$ cat src/design/tbwp_pkg.sv
package tbwp_pkg;

  localparam int unsigned SlotBits      = 10;
  localparam int unsigned WordBits      = 32;
  localparam int unsigned SlotsPerBlock = 16;

  localparam logic [SlotBits-1:0] PAD_WORD = 10'h2AA;

  localparam logic [1:0] ACT_DATA    = 2'd0;
  localparam logic [1:0] ACT_TRAILER = 2'd1;
  localparam logic [1:0] ACT_FLUSH   = 2'd2;

  typedef logic [2:0] step_t;

  localparam step_t STEP_DISPATCH = 3'd0;
  localparam step_t STEP_TRAILER  = 3'd1;
  localparam step_t STEP_FLUSH    = 3'd6;

  typedef enum logic [1:0] {
    OP_DISPATCH,
    OP_PACK,
    OP_LOOP_MOD4,
    OP_LOOP_BLOCK
  } op_t;

  typedef enum logic [2:0] {
    SRC_DATA,
    SRC_PAD,
    SRC_T0,
    SRC_T1,
    SRC_T2,
    SRC_T3
  } src_t;

  typedef enum logic [1:0] {
    REM_CONST,
    REM_MOD4,
    REM_FLUSH
  } rem_t;

  typedef struct packed {
    op_t        op;
    src_t       src;
    logic [1:0] rem_const;
    step_t      next;
  } ucode_t;

  typedef struct packed {
    logic       pack;
    logic       load;
    src_t       src;
    rem_t       rem_sel;
    logic [1:0] rem_const;
  } ctrl_t;

  function automatic ucode_t ucode_rom(input step_t addr);
    ucode_t w;
    case (addr)
      3'd0:    w = '{op: OP_DISPATCH,   src: SRC_DATA, rem_const: 2'd0, next: 3'd0};
      3'd1:    w = '{op: OP_LOOP_MOD4,  src: SRC_PAD,  rem_const: 2'd0, next: 3'd2};
      3'd2:    w = '{op: OP_PACK,       src: SRC_T0,   rem_const: 2'd3, next: 3'd3};
      3'd3:    w = '{op: OP_PACK,       src: SRC_T1,   rem_const: 2'd2, next: 3'd4};
      3'd4:    w = '{op: OP_PACK,       src: SRC_T2,   rem_const: 2'd1, next: 3'd5};
      3'd5:    w = '{op: OP_PACK,       src: SRC_T3,   rem_const: 2'd0, next: 3'd0};
      3'd6:    w = '{op: OP_LOOP_BLOCK, src: SRC_PAD,  rem_const: 2'd0, next: 3'd0};
      default: w = '{op: OP_DISPATCH,   src: SRC_DATA, rem_const: 2'd0, next: 3'd0};
    endcase
    return w;
  endfunction

endpackage

$ cat src/design/tbwp_seq.sv
module tbwp_seq (
  input  logic            clk,
  input  logic            rst,
  input  logic            in_valid,
  input  logic [1:0]      action,
  input  logic            advance,
  input  logic [4:0]      free_slots,
  output logic            in_stall,
  output tbwp_pkg::ctrl_t ctrl
);
  import tbwp_pkg::*;

  step_t  step;
  step_t  step_next;
  ucode_t uword;
  logic   take;
  logic   mod4_open;
  logic   block_open;

  assign uword      = ucode_rom(step);
  assign take       = in_valid && advance;
  assign mod4_open  = free_slots[1:0] != 2'd0;
  assign block_open = free_slots != 5'(SlotsPerBlock);

  always_comb begin
    step_next = step;
    unique case (uword.op)
      OP_DISPATCH: begin
        if (take) begin
          case (action)
            ACT_TRAILER: step_next = STEP_TRAILER;
            ACT_FLUSH:   step_next = STEP_FLUSH;
            default:     step_next = uword.next;
          endcase
        end
      end
      OP_PACK: begin
        if (advance) step_next = uword.next;
      end
      OP_LOOP_MOD4: begin
        if (advance && !mod4_open) step_next = uword.next;
      end
      OP_LOOP_BLOCK: begin
        if (advance && !block_open) step_next = uword.next;
      end
    endcase
  end

  always_comb begin
    in_stall       = 1'b1;
    ctrl.pack      = 1'b0;
    ctrl.load      = 1'b0;
    ctrl.src       = uword.src;
    ctrl.rem_sel   = REM_CONST;
    ctrl.rem_const = uword.rem_const;
    unique case (uword.op)
      OP_DISPATCH: begin
        in_stall  = !advance;
        ctrl.load = take && (action == ACT_TRAILER);
        ctrl.pack = take && (action == ACT_DATA);
        ctrl.src  = SRC_DATA;
      end
      OP_PACK: begin
        ctrl.pack = advance;
      end
      OP_LOOP_MOD4: begin
        ctrl.pack    = advance && mod4_open;
        ctrl.rem_sel = REM_MOD4;
      end
      OP_LOOP_BLOCK: begin
        ctrl.pack    = advance && block_open;
        ctrl.rem_sel = REM_FLUSH;
      end
    endcase
  end

  always_ff @(posedge clk) begin
    if (rst) begin
      step <= STEP_DISPATCH;
    end else begin
      step <= step_next;
    end
  end

endmodule

$ cat src/design/tbwp_datapath.sv
module tbwp_datapath (
  input  logic            clk,
  input  logic            rst,
  input  tbwp_pkg::ctrl_t ctrl,
  input  logic [9:0]      data_word,
  input  logic [9:0]      trailer_word_count,
  input  logic [9:0]      trailer_pad,
  input  logic [9:0]      trailer_row,
  input  logic [9:0]      trailer_sector,
  input  logic            out_stall,
  output logic            advance,
  output logic [4:0]      free_slots,
  output logic            out_valid,
  output logic [31:0]     out_word,
  output logic            block_end,
  output logic            run_last
);
  import tbwp_pkg::*;

  logic [9:0]  t0;
  logic [9:0]  t1;
  logic [9:0]  t2;
  logic [9:0]  t3;
  logic [31:0] partial_word;
  logic [31:0] partial_word_next;
  logic [5:0]  bits_free;
  logic [5:0]  bits_free_next;
  logic [4:0]  free_slots_next;
  logic [9:0]  slot;
  logic [31:0] slot_ext;
  logic [31:0] merged;
  logic [5:0]  bf_left;
  logic        emit;
  logic [31:0] emit_word;
  logic        emit_end;
  logic [4:0]  free_m1;
  logic [3:0]  rem_slots;
  logic [7:0]  rem_bits;
  logic        emit_last;

  assign advance = !out_valid || !out_stall;

  always_comb begin
    unique case (ctrl.src)
      SRC_DATA: slot = data_word;
      SRC_PAD:  slot = PAD_WORD;
      SRC_T0:   slot = t0;
      SRC_T1:   slot = t1;
      SRC_T2:   slot = t2;
      SRC_T3:   slot = t3;
      default:  slot = PAD_WORD;
    endcase
  end

  assign slot_ext = 32'(slot);

  always_comb begin
    partial_word_next = partial_word;
    bits_free_next    = bits_free;
    free_slots_next   = free_slots;
    bf_left           = bits_free;
    merged            = partial_word;
    emit              = 1'b0;
    emit_word         = partial_word;
    emit_end          = 1'b0;
    if (ctrl.pack) begin
      free_slots_next = free_slots - 5'd1;
      if (bits_free < 6'(SlotBits)) begin
        // split: high part closes the current word
        emit              = 1'b1;
        emit_word         = partial_word | (slot_ext >> (6'(SlotBits) - bits_free));
        bf_left           = bits_free + 6'(WordBits - SlotBits);
        partial_word_next = slot_ext << bf_left;
        bits_free_next    = bf_left;
      end else begin
        bf_left           = bits_free - 6'(SlotBits);
        merged            = partial_word | (slot_ext << bf_left);
        partial_word_next = merged;
        bits_free_next    = bf_left;
        if (bf_left == 6'd0) begin
          emit              = 1'b1;
          emit_word         = merged;
          emit_end          = 1'b1;
          partial_word_next = '0;
          bits_free_next    = 6'(WordBits);
          free_slots_next   = 5'(SlotsPerBlock);
        end
      end
    end
  end

  assign free_m1 = free_slots - 5'd1;

  always_comb begin
    unique case (ctrl.rem_sel)
      REM_CONST: rem_slots = 4'(ctrl.rem_const);
      REM_MOD4:  rem_slots = {2'b01, free_m1[1:0]};
      REM_FLUSH: rem_slots = free_m1[3:0];
      default:   rem_slots = 4'd0;
    endcase
  end

  // last word when the slots still to come cannot fill the free bits
  assign rem_bits  = {1'b0, rem_slots, 3'b000} + {3'b000, rem_slots, 1'b0};
  assign emit_last = rem_bits < 8'(bits_free_next);

  always_ff @(posedge clk) begin
    if (rst) begin
      partial_word <= '0;
      bits_free    <= 6'(WordBits);
      free_slots   <= 5'(SlotsPerBlock);
      out_valid    <= 1'b0;
    end else begin
      if (ctrl.pack) begin
        partial_word <= partial_word_next;
        bits_free    <= bits_free_next;
        free_slots   <= free_slots_next;
      end
      if (advance) begin
        out_valid <= emit;
      end
    end
  end

  always_ff @(posedge clk) begin
    if (ctrl.load) begin
      t0 <= trailer_word_count;
      t1 <= trailer_pad;
      t2 <= trailer_row;
      t3 <= trailer_sector;
    end
    if (advance && emit) begin
      out_word  <= emit_word;
      block_end <= emit_end;
      run_last  <= emit_last;
    end
  end

endmodule

$ cat src/design/ten_bit_word_packer_with_trailer.sv
// A completed 32-bit word is registered and appears in the cycle after the slot that completes it.
// The packing datapath takes one 10-bit slot per cycle while the output register does not stall it.
// A trailer pads to a multiple of 4 free slots, then adds 4 words; a flush fills out the open block.
// The output register stalls the slot sequencer while a word waits to be taken.
// Reset (synchronous, active high) empties the block and the output register.
module ten_bit_word_packer_with_trailer (
  input  logic        clk,
  input  logic        rst,
  input  logic        in_valid,
  output logic        in_stall,
  input  logic [1:0]  action,
  input  logic [9:0]  data_word,
  input  logic [9:0]  trailer_word_count,
  input  logic [9:0]  trailer_pad,
  input  logic [9:0]  trailer_row,
  input  logic [9:0]  trailer_sector,
  output logic        out_valid,
  input  logic        out_stall,
  output logic [31:0] out_word,
  output logic        block_end,
  output logic        run_last
);
  import tbwp_pkg::*;

  ctrl_t      ctrl;
  logic       advance;
  logic [4:0] free_slots;

  tbwp_seq u_seq (
    .clk        (clk),
    .rst        (rst),
    .in_valid   (in_valid),
    .action     (action),
    .advance    (advance),
    .free_slots (free_slots),
    .in_stall   (in_stall),
    .ctrl       (ctrl)
  );

  tbwp_datapath u_datapath (
    .clk                (clk),
    .rst                (rst),
    .ctrl               (ctrl),
    .data_word          (data_word),
    .trailer_word_count (trailer_word_count),
    .trailer_pad        (trailer_pad),
    .trailer_row        (trailer_row),
    .trailer_sector     (trailer_sector),
    .out_stall          (out_stall),
    .advance            (advance),
    .free_slots         (free_slots),
    .out_valid          (out_valid),
    .out_word           (out_word),
    .block_end          (block_end),
    .run_last           (run_last)
  );

endmodule

$ cat config.mk
export PLATFORM = sky130hd
export DESIGN_NAME = ten_bit_word_packer_with_trailer
export DESIGN_NICKNAME = d
export VERILOG_FILES = /design/src/design/tbwp_pkg.sv /design/src/design/tbwp_seq.sv /design/src/design/tbwp_datapath.sv /design/src/design/ten_bit_word_packer_with_trailer.sv
export SDC_FILE = /design/constraint.sdc
export NUM_CORES = 1
export LEC_CHECK = 0
export ABC_AREA = 0
export BUFFER_PORTS_ARGS = -buffer_cell sky130_fd_sc_hd__buf_2
export CAP_MARGIN = 30
export CELL_PAD_IN_SITES_DETAIL_PLACEMENT = 0
export CELL_PAD_IN_SITES_GLOBAL_PLACEMENT = 2
export CORE_MARGIN = 2
export CORE_UTILIZATION = 40
export CTS_CLUSTER_DIAMETER = 30
export DETAILED_ROUTE_END_ITERATION = 8
export PLACE_DENSITY_LB_ADDON = 0.1
export SKIP_LAST_GASP = 1
export SLEW_MARGIN = 20
export SYNTH_ARGS = -nofsm -noshare
export SYNTH_HDL_FRONTEND = slang
export SYNTH_HIERARCHICAL = 1
export SYNTH_SLANG_ARGS = --single-unit
$ cat constraint.sdc
create_clock -name clk -period 9.8 [get_ports clk]
set_input_delay 1.96 -clock clk [delete_from_list [all_inputs] [get_ports clk]]
set_output_delay 1.96 -clock clk [all_outputs]
set_load 0.01 [all_outputs]
## After elaboration in Yosys (flattened, before gate mapping)

Index checks and enable logic that the tools add are counted.

| storage, ports and cells | value |
|---|---|
| register bits | 121 |
| input bits | 56 |

| operators by class | value |
|---|---|
| add/sub/neg operators | 5 |
| order comparisons | 2 |
| equal/unequal tests | 22 |
| shift operators | 3 |
| multiplexer cells | 26 |
| bitwise gates (word level) | 3 |
| reduce and logical (&&, ||, !) cells | 22 |

Operator list:

| cell | count |
|---|---|
| 32-bit two-way mux | 5 |
| 32-bit bitwise OR | 2 |
| 10-bit by 6-bit left shift with 32-bit output | 2 |
| 10-bit case mux with 6 select lines | 1 |
| 10-bit case mux with 5 select lines | 1 |
| 10-bit by 6-bit right shift with 32-bit output | 1 |
| 6-bit two-way mux | 3 |
| 3-bit == test, second input constant | 5 |
| 3-bit by 2-bit == test with 1-bit output, second input constant | 4 |
| 3-bit two-way mux | 4 |
| 3-bit case mux with 4 select lines | 1 |
| 4-bit case mux with 3 select lines | 1 |
| 5-bit two-way mux | 2 |
| 7-bit by 5-bit adder with 8-bit output | 1 |
| 2-bit == test, second input constant | 4 |
| 1-bit logical AND | 8 |
| 8-bit by 6-bit less-than comparator with 1-bit output | 1 |
| 2-bit by 1-bit != test with 1-bit output, second input constant | 4 |
| 6-bit by 5-bit adder with 6-bit output, second input constant | 1 |
| 2-bit by 1-bit == test with 1-bit output, second input constant | 3 |
| 2-bit logical NOT | 3 |
| 6-bit logical NOT | 1 |
| 6-bit by 4-bit less-than comparator with 1-bit output, second input constant | 1 |
| 3-bit case mux with 2 select lines | 1 |
| other kinds (16) | 23 |

## Depth between registers and ports, before layout

Gate-level depths: netlist of run 1.

| logic depth | value |
|---|---|
| word-level depth | 12 |
| gate-level depth with buffers | 15 |

## Hierarchy

Netlist of run 1, hierarchy kept.

By module, submodules not included:

| module | instances | cells an instance | area an instance (sq um) | seq. area each (sq um) |
|---|---|---|---|---|
| tbwp_datapath | 1 | 598 | 6,209.7 | 3,103.0 |
| tbwp_seq | 1 | 71 | 494.2 | 60.1 |

## Worst setup path after synthesis of run 1

No wires, ideal clock.

| timing | value |
|---|---|
| path kind | input to register |
| start | input action[0] |
| end | register u_datapath.block_end, enable pin |
| setup time | 0.437 ns |
| arrival time | 4.745 ns |
| data required time | 9.363 ns |
| setup slack | 4.618 ns |
| stages on the path | 8 |
| path buffers | 1 |
| path through | inv_1 -> ha_1 -> nand2_1 -> a211oi_1 -> buf_2 -> nor2b_1 -> o31ai_1 -> a21oi_1 |

RTL lines:

| item | line | RTL |
|---|---|---|
| start, declared | ten_bit_word_packer_with_trailer.sv:11 | `input logic [1:0] action,` |
| end signal, assigned | tbwp_datapath.sv:134 | `block_end <= emit_end;` |
| end, declared | tbwp_datapath.sv:15 | `output logic block_end,` |

==> results of run 1 <==
==> power breakdown <==
group | switching [mW] | leakage [nW] | internal (mW)
sequential | 0.0612 | 1.07 | 0.615
clock | 0.234 | 0.305 | 0.452
combinational | 0.516 | 1.65 | 0.311
total | 0.811 | 3.02 | 1.38
==> sequential cells by signal (all words and copies together) (netlist names) <==
signal / cells
u_datapath/partial_word: 32
u_datapath/t3: 10
u_datapath/t0: 10
u_datapath/bits_free: 6
u_datapath/run_last: 1
u_datapath/out_word: 32
u_datapath/free_slots: 5
u_seq/step: 3
u_datapath/out_valid: 1
u_datapath/t2: 10
u_datapath/block_end: 1
u_datapath/t1: 10
==> worst paths after layout <==
check,startpoint,to,slack (ns),depth (start not counted)
hold reg to reg,u_datapath/partial_word[27],u_datapath/out_word[27],0.43,0
setup reg to reg,u_seq/step[2],u_datapath/out_word[8],5.74,7
setup / recovery,action[0],u_datapath/out_word[1],5.10,14
hold / removal,u_datapath/partial_word[27],u_datapath/out_word[27],0.43,0
==> per-layer routing <==
layer | vias up | track usage (%) | share of wire (%)
met1 | 2576 | 26.38 | 44
met4 | 0 | 8.688 | 2.8
met3 | 33 | 5.137 | 5.7
li1 | 2609 | - | -
met5 | - | 0 | 0
met2 | 176 | 33.02 | 47
==> kinds of logic after synthesis <==
kind of cell,after synthesis,share of synthesized area (%)
buf+inv,83,5.692
flops,121,47.18
fa+ha+maj,16,3.098
xor+xnor,14,1.829
simple gates,212,16.69
mux,31,5.450
compound gates,192,20.06
==> final cells by class <==
| cell class | instances | area [um^2] |
|---|---|---|
| Fill cell | 1513 | 8542 |
| Inverter | 24 | 90.09 |
| Tap cell | 220 | 275.3 |
| Sequential cell | 121 | 3163 |
| Timing Repair Buffer | 100 | 555.5 |
| Multi-Input combinational cell | 465 | 3191 |
| Clock buffer | 18 | 429.2 |
| Clock inverter | 14 | 220.2 |
==> cell usage in the layout (no fill, tap or decap), types with 5 or more instances in the layout <==
cell,n
buf_2,91
edfxtp_1,74
nor2_1,59
dfxtp_1,47
nand2_1,40
a21oi_1,39
o21ai_0,35
nor3_1,27
mux2i_1,23
inv_1,22
clkbuf_16,17
nand3_1,15
ha_1,15
a22o_1,13
nand2b_1,10
xnor2_1,9
a31oi_1,9
o22ai_1,9
a211oi_1,8
nor3b_1,8
a21o_1,7
nor2b_1,7
buf_4,7
and3_1,6
a221o_1,6
o211ai_1,6
bufinv_16,5
a211o_1,5
a221oi_1,5
o21ai_1,5
==> results.cfg, run 1 <==
[run_status]
status = complete, no violations

[clock_network]
clk_latency_ns = 0.43
cts_hold_buf = 0
cts_tree = built
htreeDepth = 4
cts.path.max_buffers = 2
cts_buffers = 17
clkTransAtPathRegs_ns = 0.06
post-cts-setup-buffers = 0
clkSinkCount = 121
cts_resized = 0
clock-root-buffer = clkbuf_16

[floorplan]
ios = 92
fp.dieH_um = 133.5
core_um2 = 16470
rows = 47
initial_core_util_pct = 40.71
die_w_um = 133.5
dieArea_um2 = 17810

[critical_path]
worstSetupPathType = in -> reg
crit_family = simple AND/OR/NAND/NOR gates
crit_chain = buf_2 -> inv_1 -> ha_1 -> nand2_1 -> a211oi_2 -> buf_4 -> nor2b_1 -> nor4b_1 -> nor3_1 -> or3_1 -> inv_1 -> a31oi_1 -> o31ai_1 -> a21o_1
max_stage_delay_ns = 0.48
end_kind = register
worstPathRequired_ns = 10.10
slowest_stage = or3_1
cp-start-kind = input pin
worst-path-buf-inv = 4
crit_fanout = 19
crit_arrival_ns = 4.99
worst_path_most_repeated_cell = inv_1

[layout]
final_cell_area_um2 = 7924
final_cells = 962
final_util_pct = 48.12
n_antenna_cell = 0
fin_nets = 801
drive_gt1_share_pct = 22.51
area_growth_pct = 18.20

[power_and_ir_drop]
irDropWorstVdd_v = 0.0001433
fin_total_pwr_mw = 2.190
leakage_nw = 3.018
p_per_area_nw_per_um2 = 276.4

[detailed_routing]
viasPerCell = 5.607
drtAntennaViolNets = 0
postRouteWirelength_mm = 17.61
drtPass1Iterations = 5
vias = 5394
drc_errors = 0
dr.first_iter.drc_count = 318
avgRoutedWirePerCell_um = 18.30

[timing]
rsz0062_at_grt = no
fin_skew_ns = 0.01097
period_share_pct = 47.92
maxSlewHeadroom_pct = 39.08
final.setup.tns_ns = 0
timing.fmax_mhz = 212.9
finalHoldWorstSlack_ns = 0.4316
period_needed_ns = 4.696
hold_violations = 0
setup_viol = 0
fin_ws_ns = 5.104
drv_slew = 0
worstMarginPinSlew_ns = 0.9119

[logic_synthesis]
syn_nets = 741
synth-edff-count = 74
synth_most_common_cell = edfxtp_1
yosys.area.top_type_share_pct = 33.15
yosys.area.top_type = edfxtp_1
netlist_top_cells_count = edfxtp_1, nor2_1, dfxtp_1
syn_inst = 669
synthArstFlopShare_pct = 0
ys_ff_latch = 121
synth_area_leaders = edfxtp_1, dfxtp_1, mux2i_1, nor2_1, a21oi_1
ys.flop_type = edfxtp_1
yosysUniqueCellTypes = 77
syn_avg_cell_area_um2 = 10.02
syn_area_um2 = 6704
ys.warnings.count = 6
yosysSeqAreaShare_pct = 47.18

[global_route]
grt_max_degree = 41
antenna_found_initial = 1
grt_pass1_vias = 5249
track_usage_pct = 20.51
grt_pass1_wl_mm = 28.26
grt_overflow = 0

[placement]
dpl_cell_area_um2 = 7254
dp_slack_ns = 4.700
io_buffers = 91
dp.cells = 929
hpwl_mm = 12.99
gp_congestion = 0.8601

[flow_run]
cap_violations = 0

[worst_hold_path]
holdCritPathClass = reg -> reg
Power figures use the tool's default switching activity.
==> run 2, diff against run 1 <==
- ABC_AREA: 0 -> 1
- CORE_UTILIZATION: 40 -> 34
- clock period: 9.8 -> 4.5 ns (I/O delays scaled with it)
==> run 2 against run 1 <==
Combinational power grew to 4.1 times the previous value. Wire length is 17% higher. Synthesized cell count rose by 30%. Highest routed layer unchanged.
==> results.cfg, run 2 <==
[clock_network]
clock-root-buffer = clkbuf_16
cts_resized = 0
cts_tree = built
cts_hold_buf = 0
cts.path.max_buffers = 2
clk_latency_ns = 0.42
post-cts-setup-buffers = 0
clkSinkCount = 121
cts_buffers = 17
clkTransAtPathRegs_ns = 0.06
htreeDepth = 4

[placement]
hpwl_mm = 15.54
gp_congestion = 0.8818
dp.cells = 1182
dpl_cell_area_um2 = 7467
dp_slack_ns = 1.047
io_buffers = 91

[logic_synthesis]
ys_ff_latch = 121
syn_nets = 942
synth_mux_area_share_pct = 0
synth_xor_area_share_pct = 1.141
syn_avg_cell_area_um2 = 7.815
synthSimpleGateAreaFrac_pct = 30.11
ys.flop_type = edfxtp_1
yosys.area.top_type = edfxtp_1
synth_compound_area_share_pct = 9.569
syn_area_um2 = 6799
synthArstFlopShare_pct = 0
netlist_top_cells_count = nand2_1, nand3_1, inv_1
yosysSeqAreaShare_pct = 46.52
synth_most_common_cell = nand2_1
synth_top_family_by_area = simple AND/OR/NAND/NOR gates
synth_fa_ha_area_share_pct = 3.055
syn_inst = 870
yosys.area.top_type_share_pct = 32.68
synth-edff-count = 74
ys.warnings.count = 6
synth_area_leaders = edfxtp_1, dfxtp_1, nand2_1, nand3_1, inv_1
yosysUniqueCellTypes = 44

[floorplan]
initial_core_util_pct = 34.82
rows = 51
core_um2 = 19530
fp.dieH_um = 145.4
dieArea_um2 = 21140
ios = 92
die_w_um = 145.4

[power_and_ir_drop]
irDropWorstVdd_v = 0.0004015
combPwrFrac_pct = 53.3
p_clk_share_pct = 21.9
switchingPower_mw = 3.058
p_per_area_nw_per_um2 = 793.4
leakage_nw = 3.602
seqPwrFrac_pct = 24.7
fin_total_pwr_mw = 6.414
internal-power_mw = 3.356
p_sw_share_pct = 47.68

[detailed_routing]
postRouteWirelength_mm = 20.54
avgRoutedWirePerCell_um = 16.92
viasPerCell = 4.943
drtAntennaViolNets = 0
drtPass1Iterations = 5
dr.first_iter.drc_count = 417
vias = 6001
drc_errors = 0

[timing]
fin_ws_ns = 1.102
period_share_pct = 75.50
setup_viol = 0
fin_skew_ns = 0.01157
drv_slew = 0
rsz0062_at_grt = no
timing.fmax_mhz = 294.3
final.setup.tns_ns = 0
hold_violations = 0
period_needed_ns = 3.398
maxSlewHeadroom_pct = 52.47
finalHoldWorstSlack_ns = 0.4365
worstMarginPinSlew_ns = 0.7121

[critical_path]
reg2reg_from = u_seq/step[2]
end_kind = register
startpoint = u_seq/step[2]
worstSetupPathType = reg -> reg
cp-start-kind = register
r2r_cells = 13
worstPathRequired_ns = 4.66
crit_arrival_ns = 3.56
worst-r2r-setup-slack_ns = 1.10
crit_end = u_datapath/out_word[0]
crit_fanout = 21
timing.rr.end = u_datapath/out_word[0]

[global_route]
use_met1_pct = 25.15
antenna_found_initial = 0
grt_use_met2_pct = 33.63
grt_pass1_vias = 5950
grt_pass1_wl_mm = 32.90
grt_max_degree = 54
grt_overflow = 0
use_met3_pct = 3.918
track_usage_pct = 20.04
busiest_layer = met2

[worst_hold_path]
min-delay-start = u_datapath/partial_word[14]
hold_depth = 0
holdCritPathClass = reg -> reg

[flow_run]
cap_violations = 0

[layout]
n_antenna_cell = 0
final_cell_mix = nand2_1, nand3_1, inv_1
layout_commonest_cell = nand2_1
fin_nets = 1008
final_cell_area_um2 = 8084
area_growth_pct = 18.90
final_cells = 1214
final_util_pct = 41.40
reg_top3 = u_datapath/out_word x32, u_datapath/partial_word x32
drive_gt1_share_pct = 18.34
fillers = 2015

[run_status]
status = complete, no violations
[run 2: changes by cell type after synthesis, moves of 8 or more]
cell      delta
mux2i_1     -23
nand2_2     +10
inv_2        +8
a211oi_1     -9
nor3b_1      -8
nand4_1     +23
inv_1       +75
nor3_1      -23
o22ai_1      -9
xnor2_1      -9
a22o_1      -13
nand3_1    +121
nand2_1    +144
nand2b_1    -10
[run 2: per-layer routing]
layer  share of wire (%)  vias up
met5                   0        -
met4                 2.9        0
met3                 4.5       31
met2                  48      159
met1                  44     2764
li1                    -     3047
[run 2: cell families after synthesis]
logic type	Yosys count
buf+inv	163
flops	121
compound gates	116
fa+ha+maj	16
simple gates	446
xor+xnor	8
[run 2: worst min path at each step]
stage / end / slack [ns]
3_3_place_gp: u_datapath/out_word[13] / 0.41
2_1_floorplan: u_datapath/partial_word[8] / 0.43
4_1_cts: u_datapath/out_word[14] / 0.44
6_report: u_datapath/out_word[14] / 0.44
3_5_place_dp: u_datapath/out_word[14] / 0.43
5_1_grt: u_datapath/out_word[14] / 0.46
[run 2: critical path: stages (launching register included)]
cell and delay, ns:
dfxtp_1 0.44, nand2_1 0.16, inv_1 0.45, inv_1 0.44, nand3_1 0.36, nor2_1 0.07, nor2_1 0.14, nand3_1 0.15
and3_1 0.29, a21oi_1 0.13, nand2_1 0.08, and3_1 0.14, o21ai_0 0.22, nand2_1 0.08
[run 2: power by group through the flow]
stage	clock network [mW]	logic, mW	registers, mW
after floorplan	0	2.39	1.64
after global placement	0	3.42	1.61
after detailed placement	0	3.42	1.61
after CTS	1.44	3.43	1.59
after global routing	1.49	3.85	1.61
final	1.41	3.42	1.59
[run 2: final cells by class]
cell class	count	area, um^2	share of cell area (%)
clock inverters	11	135.1	1.672
clock buffers	21	481.7	5.959
repair buffers	101	550.5	6.810
inverters	109	411.6	5.092
well taps	265	331.6	4.102
flip-flops and latches	121	3163	39.13
multi-input cells	586	3010	37.24
==> run 3, diff against run 2 <==
- CORE_UTILIZATION: 34 -> 31
- clock period: 4.5 -> 2.7 ns (I/O delays scaled with it)
==> run 3 against run 2 <==
Final cell count is 12% higher. Sequential share of layout area is 7.1 points lower. Highest routed layer unchanged. Sequential power is 67% higher. Non-clock buffer count is 125 higher. Hold slack worse by 0.15 ns. Via count is 8.6% higher. Register-to-register slack worse by 1.1 ns. Die area is 9.4% higher. Worst setup slack worse by 1.1 ns. Clock skew is 0.0025 ns lower. Power is 110% higher.
==> results.cfg, run 3 (same netlist as run 2, synthesis figures left out) <==
[run_status]
status = complete, no violations

[layout]
drive_gt1_share_pct = 43.76
layout_commonest_cell = nand2_1
fin_nets = 1133
n_antenna_cell = 0
reg_top3 = u_datapath/out_word x32, u_datapath/partial_word x32
fillers = 2104
final_cell_mix = nand2_1, buf_4, buf_2
area_growth_pct = 45.73

[critical_path]
worstPathRequired_ns = 3.05
cp-start-kind = register
crit_fanout = 6
worstSetupPathType = reg -> reg
end_kind = register
crit_arrival_ns = 3.02

[detailed_routing]
avgRoutedWirePerCell_um = 15.84
postRouteWirelength_mm = 21.45
dr.first_iter.drc_count = 282
drtAntennaViolNets = 0
drtPass1Iterations = 5
viasPerCell = 4.815
vias = 6519
drc_errors = 0

[floorplan]
fp.dieH_um = 152.1
dieArea_um2 = 23130
die_w_um = 152.1
ios = 92
core_um2 = 21690
initial_core_util_pct = 31.35
rows = 54

[power_and_ir_drop]
leakage_nw = 4.377
p_per_area_nw_per_um2 = 1346
irDropWorstVdd_v = 0.0005137
fin_total_pwr_mw = 13.33

[clock_network]
clk_latency_ns = 0.42
clock-root-buffer = clkbuf_16
clkTransAtPathRegs_ns = 0.06
cts_buffers = 17
htreeDepth = 4
clkSinkCount = 121
cts.path.max_buffers = 2
cts_tree = built

[global_route]
grt_max_degree = 44
grt_pass1_wl_mm = 33.48
antenna_found_initial = 0
grt_pass1_vias = 6356
grt_overflow = 0
track_usage_pct = 18.14

[timing]
worstMarginPinSlew_ns = 0.6765
period_needed_ns = 2.670
setup_viol = 0
period_share_pct = 98.90
drv_slew = 0
maxSlewHeadroom_pct = 54.85
rsz0062_at_grt = yes
fin_skew_ns = 0.009083
hold_violations = 0
final.setup.tns_ns = 0
timing.fmax_mhz = 374.5

[placement]
hpwl_mm = 15.77
io_buffers = 91
gp_congestion = 0.8879

[worst_hold_path]
holdCritPathClass = in -> reg

[flow_run]
cap_violations = 0
[run 3: cell count changes in the layout (fill, tap and decap cells not counted), sizes merged]
cell,change
buf,+122
bufinv,-2
clkbuf,+4
clkinv,+1
clkinvlp,+2
inv,-2
[run 3: layer usage]
metal  wire length [um]  track usage (%)
met1               9498            23.36
met2              10720            30.54
met5                  0                0
met3                748            3.423
met4                486            6.364
[run 3: layout make-up]
cell class | instances | area, um^2 | area share (%)
Tap cell | 280 | 350.3 | 3.536
Clock inverter | 10 | 67.56 | 0.6819
Multi-Input combinational cell | 586 | 3820 | 38.55
Timing Repair Buffer | 226 | 1594 | 16.09
Sequential cell | 121 | 3173 | 32.02
Clock buffer | 22 | 485.5 | 4.900
Inverter | 109 | 417.9 | 4.218
[run 3: where the power goes]
part	internal, mW	switching, mW	leakage, nW
Sequential	2.46	0.185	1.07
Combinational	3.50	5.07	3.05
Clock	1.27	0.844	0.263
Total	7.24	6.10	4.38
[run 3: what timing repair did]
item,in CTS,in global routing
setup buffers,4,12
endpoints found under the setup margin,21,79
resized for setup,16,197
hold buffers,0,0
pin swaps,4,48
cloned,1,4
[run 3: worst paths after layout]
path,startpoint,slack [ns],cells past startpoint,end
hold / removal,trailer_pad[7],0.29,1,u_datapath/t1[7]
hold reg to reg,u_datapath/partial_word[13],0.43,0,u_datapath/out_word[13]
setup reg to reg,u_seq/step[0],0.03,21,u_datapath/partial_word[18]
setup / recovery,u_seq/step[0],0.03,21,u_datapath/partial_word[18]
[run 3: worst max-delay path: stages (launching register included)]
cell and delay, ns:
dfxtp_2 0.36, inv_2 0.06, nand2_4 0.06, nor2_4 0.04, nand3b_1 0.16, buf_6 0.14
buf_4 0.13, nor2_4 0.23, clkbuf_16 0.19, nand3_1 0.07, nand2_2 0.09, nor2_4 0.05
nand3_2 0.10, nand3_2 0.10, nand3_1 0.10, nand2_2 0.12, o21bai_4 0.16, buf_4 0.13
nand3_1 0.06, nand2_1 0.06, inv_1 0.04, a21oi_1 0.14
[run 3: per-stage QoR]
step           setup WS (ns)  area [um^2]  hold slack [ns]  cells  util, %
6_report             0.02969         9908           0.2876   1354    45.68
5_1_grt              -0.1360         9908           0.2708   1354    45.68
4_1_cts             -0.05261         8931           0.2748   1338    41.18
3_5_place_dp         -0.1673         8303           0.4220   1301    38.28
3_3_place_gp        -0.07563         8303           0.4140   1301    38.28
2_1_floorplan       0.004554         6849           0.4272    870        -
